<file path="config.mk">
export PLATFORM = sky130hd
export DESIGN_NAME = sit_diff_stage
export DESIGN_NICKNAME = d
export VERILOG_FILES = /design/src/hw/rtl/sit_pkg.sv /design/src/hw/rtl/sit_diff_stage.sv
export SDC_FILE = /design/constraint.sdc
export NUM_CORES = 1
export LEC_CHECK = 0
export ABC_CLOCK_PERIOD_IN_PS = 5300
export BUFFER_PORTS_ARGS = -buffer_cell sky130_fd_sc_hd__buf_2
export CAP_MARGIN = 20
export CORE_MARGIN = 1.5
export CORE_UTILIZATION = 60
export DETAILED_ROUTE_END_ITERATION = 8
export GPL_TIMING_DRIVEN = 0
export PLACE_DENSITY = 0.83
export RECOVER_POWER = 100
export SLEW_MARGIN = 30
export SYNTH_ARGS = -nofsm -noshare
export SYNTH_HDL_FRONTEND = slang
export SYNTH_SLANG_ARGS = --single-unit
</file>
<file path="constraint.sdc">
create_clock -name clk -period 5.3 [get_ports clk]
set_input_delay 0.265 -clock clk [delete_from_list [all_inputs] [get_ports clk]]
set_output_delay 0.265 -clock clk [all_outputs]
set_load 0.05 [all_outputs]
</file>
<file path="src/hw/rtl/sit_pkg.sv">
// Shared types, widths and helper functions for the segment intersection test.
// Used by every stage module and the top level; depends on nothing else.
`timescale 1ns / 1ps

package sit_pkg;

  // Coordinate width and the widths that grow from it through the datapath.
  localparam int COORD_BITS = 16;
  localparam int DIFF_W     = COORD_BITS + 1;
  localparam int PROD_W     = 2 * DIFF_W;
  localparam int CROSS_W    = PROD_W + 1;

  // Number of orientation products formed for one pair of segments.
  localparam int NUM_ORIENT = 4;

  typedef logic signed [COORD_BITS-1:0] coord_t;
  typedef logic signed [DIFF_W-1:0]     diff_t;
  typedef logic signed [PROD_W-1:0]     prod_t;
  typedef logic signed [CROSS_W-1:0]    cross_t;

  // Stage 1 result: edge vectors of both segments, the offset of each tested
  // endpoint from the base of the other segment, and the bounding box hits.
  typedef struct packed {
    diff_t                   a_dx;
    diff_t                   a_dy;
    diff_t                   b_dx;
    diff_t                   b_dy;
    diff_t [NUM_ORIENT-1:0]  r_dx;
    diff_t [NUM_ORIENT-1:0]  r_dy;
    logic  [NUM_ORIENT-1:0]  box;
  } diff_bundle_t;

  // Stage 2 result: the two partial products of each cross product.
  typedef struct packed {
    prod_t [NUM_ORIENT-1:0]  lhs;
    prod_t [NUM_ORIENT-1:0]  rhs;
    logic  [NUM_ORIENT-1:0]  box;
  } prod_bundle_t;

  // Stage 3 result: sign class of each cross product.
  typedef struct packed {
    logic [NUM_ORIENT-1:0] pos;
    logic [NUM_ORIENT-1:0] neg;
    logic [NUM_ORIENT-1:0] box;
  } sign_bundle_t;

  // Difference of two coordinates, exact in one extra bit.
  function automatic diff_t sub_coord(coord_t a, coord_t b);
    diff_t ax;
    diff_t bx;
    ax = diff_t'({a[COORD_BITS-1], a});
    bx = diff_t'({b[COORD_BITS-1], b});
    return ax - bx;
  endfunction

  // True when point r lies in the closed bounding box of segment p..q.
  function automatic logic in_box(coord_t px, coord_t py, coord_t qx, coord_t qy,
                                  coord_t rx, coord_t ry);
    coord_t lo_x;
    coord_t hi_x;
    coord_t lo_y;
    coord_t hi_y;
    lo_x = (px < qx) ? px : qx;
    hi_x = (px > qx) ? px : qx;
    lo_y = (py < qy) ? py : qy;
    hi_y = (py > qy) ? py : qy;
    return (lo_x <= rx) && (rx <= hi_x) && (lo_y <= ry) && (ry <= hi_y);
  endfunction

endpackage

</file>
<file path="src/hw/rtl/sit_diff_stage.sv">
// First pipeline stage: coordinate differences and bounding box tests.
// Depends on sit_pkg.
`timescale 1ns / 1ps

module sit_diff_stage (
  input  logic                  clk,
  input  logic                  rst,
  input  logic                  en,
  input  logic                  in_vld,
  input  sit_pkg::coord_t       a0_x,
  input  sit_pkg::coord_t       a0_y,
  input  sit_pkg::coord_t       a1_x,
  input  sit_pkg::coord_t       a1_y,
  input  sit_pkg::coord_t       b0_x,
  input  sit_pkg::coord_t       b0_y,
  input  sit_pkg::coord_t       b1_x,
  input  sit_pkg::coord_t       b1_y,
  output logic                  out_vld,
  output sit_pkg::diff_bundle_t out_data
);
  import sit_pkg::*;

  diff_bundle_t data_next;

  // Orientations 0 and 1 test segment A's endpoints against B, 2 and 3 the reverse.
  always_comb begin
    data_next.a_dx    = sub_coord(a1_x, a0_x);
    data_next.a_dy    = sub_coord(a1_y, a0_y);
    data_next.b_dx    = sub_coord(b1_x, b0_x);
    data_next.b_dy    = sub_coord(b1_y, b0_y);
    data_next.r_dx[0] = sub_coord(a0_x, b0_x);
    data_next.r_dy[0] = sub_coord(a0_y, b0_y);
    data_next.r_dx[1] = sub_coord(a1_x, b0_x);
    data_next.r_dy[1] = sub_coord(a1_y, b0_y);
    data_next.r_dx[2] = sub_coord(b0_x, a0_x);
    data_next.r_dy[2] = sub_coord(b0_y, a0_y);
    data_next.r_dx[3] = sub_coord(b1_x, a0_x);
    data_next.r_dy[3] = sub_coord(b1_y, a0_y);
    data_next.box[0]  = in_box(b0_x, b0_y, b1_x, b1_y, a0_x, a0_y);
    data_next.box[1]  = in_box(b0_x, b0_y, b1_x, b1_y, a1_x, a1_y);
    data_next.box[2]  = in_box(a0_x, a0_y, a1_x, a1_y, b0_x, b0_y);
    data_next.box[3]  = in_box(a0_x, a0_y, a1_x, a1_y, b1_x, b1_y);
  end

  // Valid bit is control state; the payload register needs no reset.
  always_ff @(posedge clk) begin
    if (rst) begin
      out_vld <= 1'b0;
    end else if (en) begin
      out_vld <= in_vld;
    end
  end

  always_ff @(posedge clk) begin
    if (en) begin
      out_data <= data_next;
    end
  end

endmodule

</file>
==> flow_metrics.py, run 1 <==
metrics = {
    "status": {
        "status": "finished with violations",
        "violations": "max-capacitance violations, max-slew violations",
    },
    "placed_design": {
        "gp_congestion": 1.06,
        "io_buffers": 340,
        "dp_slack_ns": -0.557,
        "hpwl_mm": 66.1,
        "dp_cells": 3329,
    },
    "routing": {
        "drt_pass1_iterations": 6,
        "ant_nets": 0,
        "via_per_inst": 6.46,
        "routed_wl_mm": 81.5,
        "drt-initial-drc-count": 1691,
        "detailroute.via_count": 21821,
        "wl_per_cell_microns": 24.1,
        "drc": 0,
    },
    "power": {
        "p_comb_frac": 0.495,
        "intPower_uw": 4150,
        "switching_share": 0.447,
        "p_seq_frac": 0.296,
        "vdd_drop_max_mv": 0.343,
        "switching_power_uw": 3350,
        "p_clk_frac": 0.208,
        "power_leakage_uw": 0.0119,
        "power_density_mw_per_mm2": 290,
    },
    "clocking": {
        "post_cts_buffers": 0,
        "cts_made_buffers": 23,
        "cts_tree": "done",
        "path_clk_slew_ns": 0.06,
        "htree_levels": 1,
        "cts_sinks": 207,
        "cts_root_buffer": "clkbuf_16",
        "clk_latency_ns": 0.53,
        "cts_buffer_depth": 3,
    },
    "worst_setup_path": {
        "end_kind": "flop",
        "worst-path-buf-inv": 4,
        "cp.arrival_ns": 5.45,
        "regToRegStartpoint": "out_vld",
        "critical-path-top-delay-family": "compound AO/OA/AOI/OAI gates",
        "worstPathCellList": "buf_2 > inv_1 > ha_1 > nor2b_1 > o31a_1 > o211ai_1 > a21oi_1 > o31a_1 > o311a_1 > buf_6 > buf_12 > mux2i_1 > ha_1 > a21oi_1 > o21ai_0 > a221o_1 > a311oi_1 > mux2i_1 > nor2_1 > nor4_2",
        "critPathSlowestCell": "nor4_2",
        "critPathRequiredTime_ns": 5.56,
        "cp-startpoint": "a0_y[1]",
        "path_class": "in -> reg",
        "slowest_delay_ns": 0.53,
        "path_max_fanout": 10,
        "critPathLaunchType": "input port",
    },
    "final_layout": {
        "drive_gt1_frac": 0.0717,
        "multi_input_area_sq_mm": 0.0158,
        "fillers": 3102,
        "regArea_sq_mm": 0.00621,
        "finalNetCount": 3441,
        "syn2layout_area_growth_pct": 12.3,
        "final_util": 0.686,
        "stdcell_count": 3377,
    },
    "logic_synthesis": {
        "synth-seq-cells": 207,
        "yosys_warnings": 0,
        "synth_most_common_cell": "ha_1",
        "synth_cell_type_count": 81,
        "avgSynthCellArea_sq_um": 9.31,
        "ys_top_cells_by_area": "edfxtp_1, ha_1, a21oi_1, mux2i_1, xnor2_1",
        "seq_area_frac_synth": 0.269,
        "async_flop_share": 0,
        "yosysTopAreaCell": "edfxtp_1",
        "syn-num-nets": 3072,
        "synth_edf_count": 206,
        "postSynthCellCount": 2476,
        "synth_top_area_frac": 0.268,
        "synth.cell_area_sq_mm": 0.0231,
        "synthFlopType": "edfxtp_1",
        "ys_top_cells_by_count": "ha_1, edfxtp_1, inv_1",
    },
    "sta": {
        "slew_violations": 189,
        "fmax_mhz": 192,
        "fin_ws_ns": 0.104,
        "final-setup-viol-count": 0,
        "period_share": 0.980,
        "skew_ns": 0,
        "worst_pin_slew_ns": 2.38,
        "min_period_ns": 5.20,
        "slew_headroom": -0.587,
        "setup_tns_ns": 0,
        "hold_viol_final": 0,
        "fin_hold_ws_ns": 0.320,
    },
    "global_routing": {
        "grt_max_degree": 95,
        "grt.overflow.total": 0,
        "grt_pass1_vias": 21670,
        "grt_usage": 0.406,
        "grt_pass1_wl_mm": 121,
        "antenna_found_initial": 3,
    },
    "floorplanning": {
        "initial_core_util": 0.611,
        "io_pins": 341,
        "core_sq_mm": 0.0378,
        "die_height_microns": 199,
        "die_w_microns": 199,
        "rows": 71,
        "die-area_sq_mm": 0.0396,
    },
    "hold_path": {
        "hold_path_class": "in -> reg",
        "hp-start": "b0_x[0]",
    },
    "run": {
        "drv_cap": 2,
    },
}
==> registers in the layout, indices dropped and copies added (netlist names) <==
signal,count
out_data,206
out_vld,1
==> layout by cell type, fill, tap and decap left out, types with 40 or more instances in the layout <==
master	count
nand2_1	141
o21a_1	40
ha_1	452
clkbuf_1	256
nor2b_1	64
o21ai_0	95
xor2_1	44
a21oi_1	201
buf_2	132
a21o_1	95
nor2_1	152
mux2i_1	100
nand3_1	59
nor3_1	52
xnor2_1	92
edfxtp_1	206
nand4_1	48
inv_1	203
==> metal layers <==
metal | track usage | vias to the layer above | wire [microns] | share of wire
met1 | 0.445 | 10167 | 29300 | 0.36
met2 | 0.694 | 1154 | 38500 | 0.47
li1 | - | 10080 | - | -
met5 | 0 | - | 7 | 0.000086
met4 | 0.329 | 2 | 7390 | 0.091
met3 | 0.0680 | 418 | 6230 | 0.076
==> final timing paths <==
kind                                endpoint  slack (ns)  depth (start not counted)
worst min register to register       out_vld        1.06                          3
worst max-delay path             out_data[2]        0.10                         20
worst min-delay path            out_data[72]        0.32                          3
worst max register to register       out_vld        4.16                          3
==> cells by family after synthesis <==
logic type / count (synthesis) / share of synthesized area
and+or+nand+nor: 640 / 0.138
adders and majority gates: 464 / 0.256
xor gates and xnor gates: 136 / 0.0517
muxes: 100 / 0.0434
DFF: 207 / 0.269
AOI/OAI and AO/OA: 668 / 0.196
buffers and inverters: 261 / 0.0457
==> layout make-up <==
type,count,share of cell area
clock buffer,25,0.0225
multi-input combinational,2008,0.610
buffer,58,0.0111
tap,511,0.0247
clock inverter,16,0.00536
sequential,207,0.240
antenna,5,0.000483
timing repair buffer,344,0.0563
inverter,203,0.0294
==> repair_timing <==
action                     CTS  global route
hold buffers                 2             0
setup endpoints to repair    1             3
resized for setup            1             3
hold endpoints to repair     1             0
==> worst register-to-register path: stages, from the launching register on <==
cell and delay (ns):
dfxtp_1 0.32, mux2i_1 0.12, nor2_1 0.05, dlygate4sd3_1 0.55
==> power groups by stage <==
| stage | Combinational [uW] | Clock, uW | Sequential, uW |
|---|---|---|---|
| floorplan | 1780 | 0 | 3130 |
| global placement | 3610 | 0 | 2240 |
| detailed placement | 3700 | 0 | 2240 |
| CTS | 3730 | 1580 | 2210 |
| global route | 3980 | 1640 | 2250 |
| finish | 3720 | 1560 | 2220 |
==> per-stage QoR <==
step,power [uW],cell area [sq um]
finish,7500,25900
global route,7870,25900
CTS,7520,26200
detailed placement,5940,25500
global placement,5850,25400
floorplan,4910,23100
No activity file was read; power rests on OpenSTA's default activity.
==> run 2: changes to the inputs <==
--- a/config.mk
+++ b/config.mk
@@ -11,9 +11,11 @@
 export CORE_MARGIN = 1.5
 export CORE_UTILIZATION = 60
 export DETAILED_ROUTE_END_ITERATION = 8
+export GPL_ROUTABILITY_DRIVEN = 0
 export GPL_TIMING_DRIVEN = 0
 export PLACE_DENSITY = 0.83
 export RECOVER_POWER = 100
+export REMOVE_ABC_BUFFERS = 1
 export SLEW_MARGIN = 30
 export SYNTH_ARGS = -nofsm -noshare
 export SYNTH_HDL_FRONTEND = slang
==> flow_metrics.py, run 2 (synthesized netlist as in run 1, its figures left out) <==
metrics = {
    "status": {
        "status": "finished with violations",
        "violations": "max-capacitance violations, max-slew violations",
    },
    "sta": {
        "worst_pin_slew_ns": 2.72,
        "min_period_ns": 5.19,
        "slew_headroom": -0.814,
        "hold_viol_final": 0,
        "fin_ws_ns": 0.114,
        "slew_violations": 212,
        "fmax_mhz": 193,
        "skew_ns": 0,
        "final-setup-viol-count": 0,
        "period_share": 0.978,
        "rsz0062_at_grt": "false",
        "setup_tns_ns": 0,
    },
    "routing": {
        "wl_per_cell_microns": 22.4,
        "drc": 0,
        "drt-initial-drc-count": 1975,
        "ant_nets": 0,
        "routed_wl_mm": 74.6,
        "drt_pass1_iterations": 7,
        "via_per_inst": 6.56,
        "detailroute.via_count": 21828,
    },
    "clocking": {
        "cts_sinks": 207,
        "htree_levels": 1,
        "cts_tree": "done",
        "path_clk_slew_ns": 0.06,
        "cts_buffer_depth": 3,
        "cts_made_buffers": 24,
        "clk_latency_ns": 0.54,
        "cts_root_buffer": "clkbuf_16",
    },
    "worst_setup_path": {
        "critPathLaunchType": "input port",
        "path_class": "in -> reg",
        "end_kind": "flop",
        "critPathRequiredTime_ns": 5.54,
        "path_max_fanout": 16,
        "cp.arrival_ns": 5.43,
    },
    "placed_design": {
        "dpl_cell_area_sq_mm": 0.0252,
        "io_buffers": 340,
        "dp_slack_ns": -0.721,
        "hpwl_mm": 59.3,
    },
    "floorplanning": {
        "core_sq_mm": 0.0378,
        "rows": 71,
        "initial_core_util": 0.611,
        "io_pins": 341,
        "die-area_sq_mm": 0.0396,
        "die_height_microns": 199,
        "die_w_microns": 199,
    },
    "run": {
        "drv_cap": 3,
    },
    "global_routing": {
        "grt_usage": 0.368,
        "antenna_found_initial": 5,
        "grt_pass1_wl_mm": 112,
        "grt.overflow.total": 0,
        "grt_max_degree": 92,
        "grt_pass1_vias": 21422,
    },
    "final_layout": {
        "drive_gt1_frac": 0.0701,
        "reg_top3": "out_data (206), out_vld (1)",
        "finalNetCount": 3390,
        "final_cell_mix": "ha_1, clkbuf_1, edfxtp_1",
        "syn2layout_area_growth_pct": 11.8,
        "design_area_sq_mm": 0.0258,
        "final_util": 0.682,
        "top_register": "out_data",
        "layout_commonest_cell": "ha_1",
        "fillers": 2974,
        "largest_reg_flops": 206,
    },
    "power": {
        "power_density_mw_per_mm2": 294,
        "power_leakage_uw": 0.0119,
        "vdd_drop_max_mv": 0.334,
    },
    "hold_path": {
        "hold_path_class": "in -> reg",
    },
}
run 2: cell count changes in the layout (fill, tap and decap cells not counted), moves of 3 or more:
cell / change
diode_2: -3
buf_4: -4
clkinv_1: -4
clkbuf_1: -34
buf_2: -10
run 2: worst paths after layout:
kind                                from            end  slack (ns)  depth (start not counted)
worst min-delay path            a1_x[13]  out_data[102]        0.30                          3
worst min register to register   out_vld        out_vld        1.06                          3
worst max-delay path             a0_y[1]    out_data[2]        0.11                         18
worst max register to register   out_vld        out_vld        4.12                          3
run 2: worst max-delay path, stage by stage:
cell and delay, ns:
buf_2 0.24, inv_1 0.23, ha_1 0.36, nor2b_1 0.15, o31a_1 0.30, o211ai_2 0.20
a21oi_1 0.11, o31a_1 0.26, o311a_2 0.56, mux2i_1 0.35, ha_1 0.31, a21oi_1 0.15
o21ai_0 0.25, a221o_1 0.38, a311oi_1 0.32, mux2i_1 0.23, nor2_1 0.07, nor4_1 0.66
run 2: final cells by class:
type / instances / area (sq um) / area share
diodes: 2 / 5.00 / 0.000194
flip-flops and latches: 207 / 6210 / 0.241
multi-input cells: 2009 / 15800 / 0.615
inverters: 203 / 762 / 0.0296
repair buffers: 349 / 1510 / 0.0587
clock buffers: 29 / 641 / 0.0249
clock inverters: 15 / 164 / 0.00636
well taps: 511 / 639 / 0.0248
run 2: power breakdown:
group | internal, uW | switching, uW | leakage (uW)
clock | 1010 | 685 | 0.000392
combinational | 1100 | 2550 | 0.00944
sequential | 2150 | 75.1 | 0.00202
total | 4260 | 3310 | 0.0119
run 2: repair_timing:
item	4_1_cts	5_1_grt
pin swaps	0	1
resized for setup	1	2
hold buffers	2	0
hold endpoints to repair	1	0
buffers inserted	0	0
gates cloned	0	1
endpoints found under the setup margin	1	2
run 2: routing by layer:
| metal | track usage | vias up | wire length [microns] |
|---|---|---|---|
| met2 | 0.621 | 1390 | 34500 |
| met5 | 0 | - | 37 |
| met1 | 0.409 | 10017 | 26400 |
| li1 | - | 9972 | - |
| met3 | 0.0726 | 443 | 7460 |
| met4 | 0.282 | 6 | 6220 |
run 2: stage by stage:
step,power [uW],hold WS [ns],std cells
3_3_place_gp,5730,0.424,3269
3_5_place_dp,5860,0.435,3275
4_1_cts,7580,0.137,3321
5_1_grt,7930,0.319,3324
2_1_floorplan,4880,0.337,2418
6_report,7570,0.298,3325
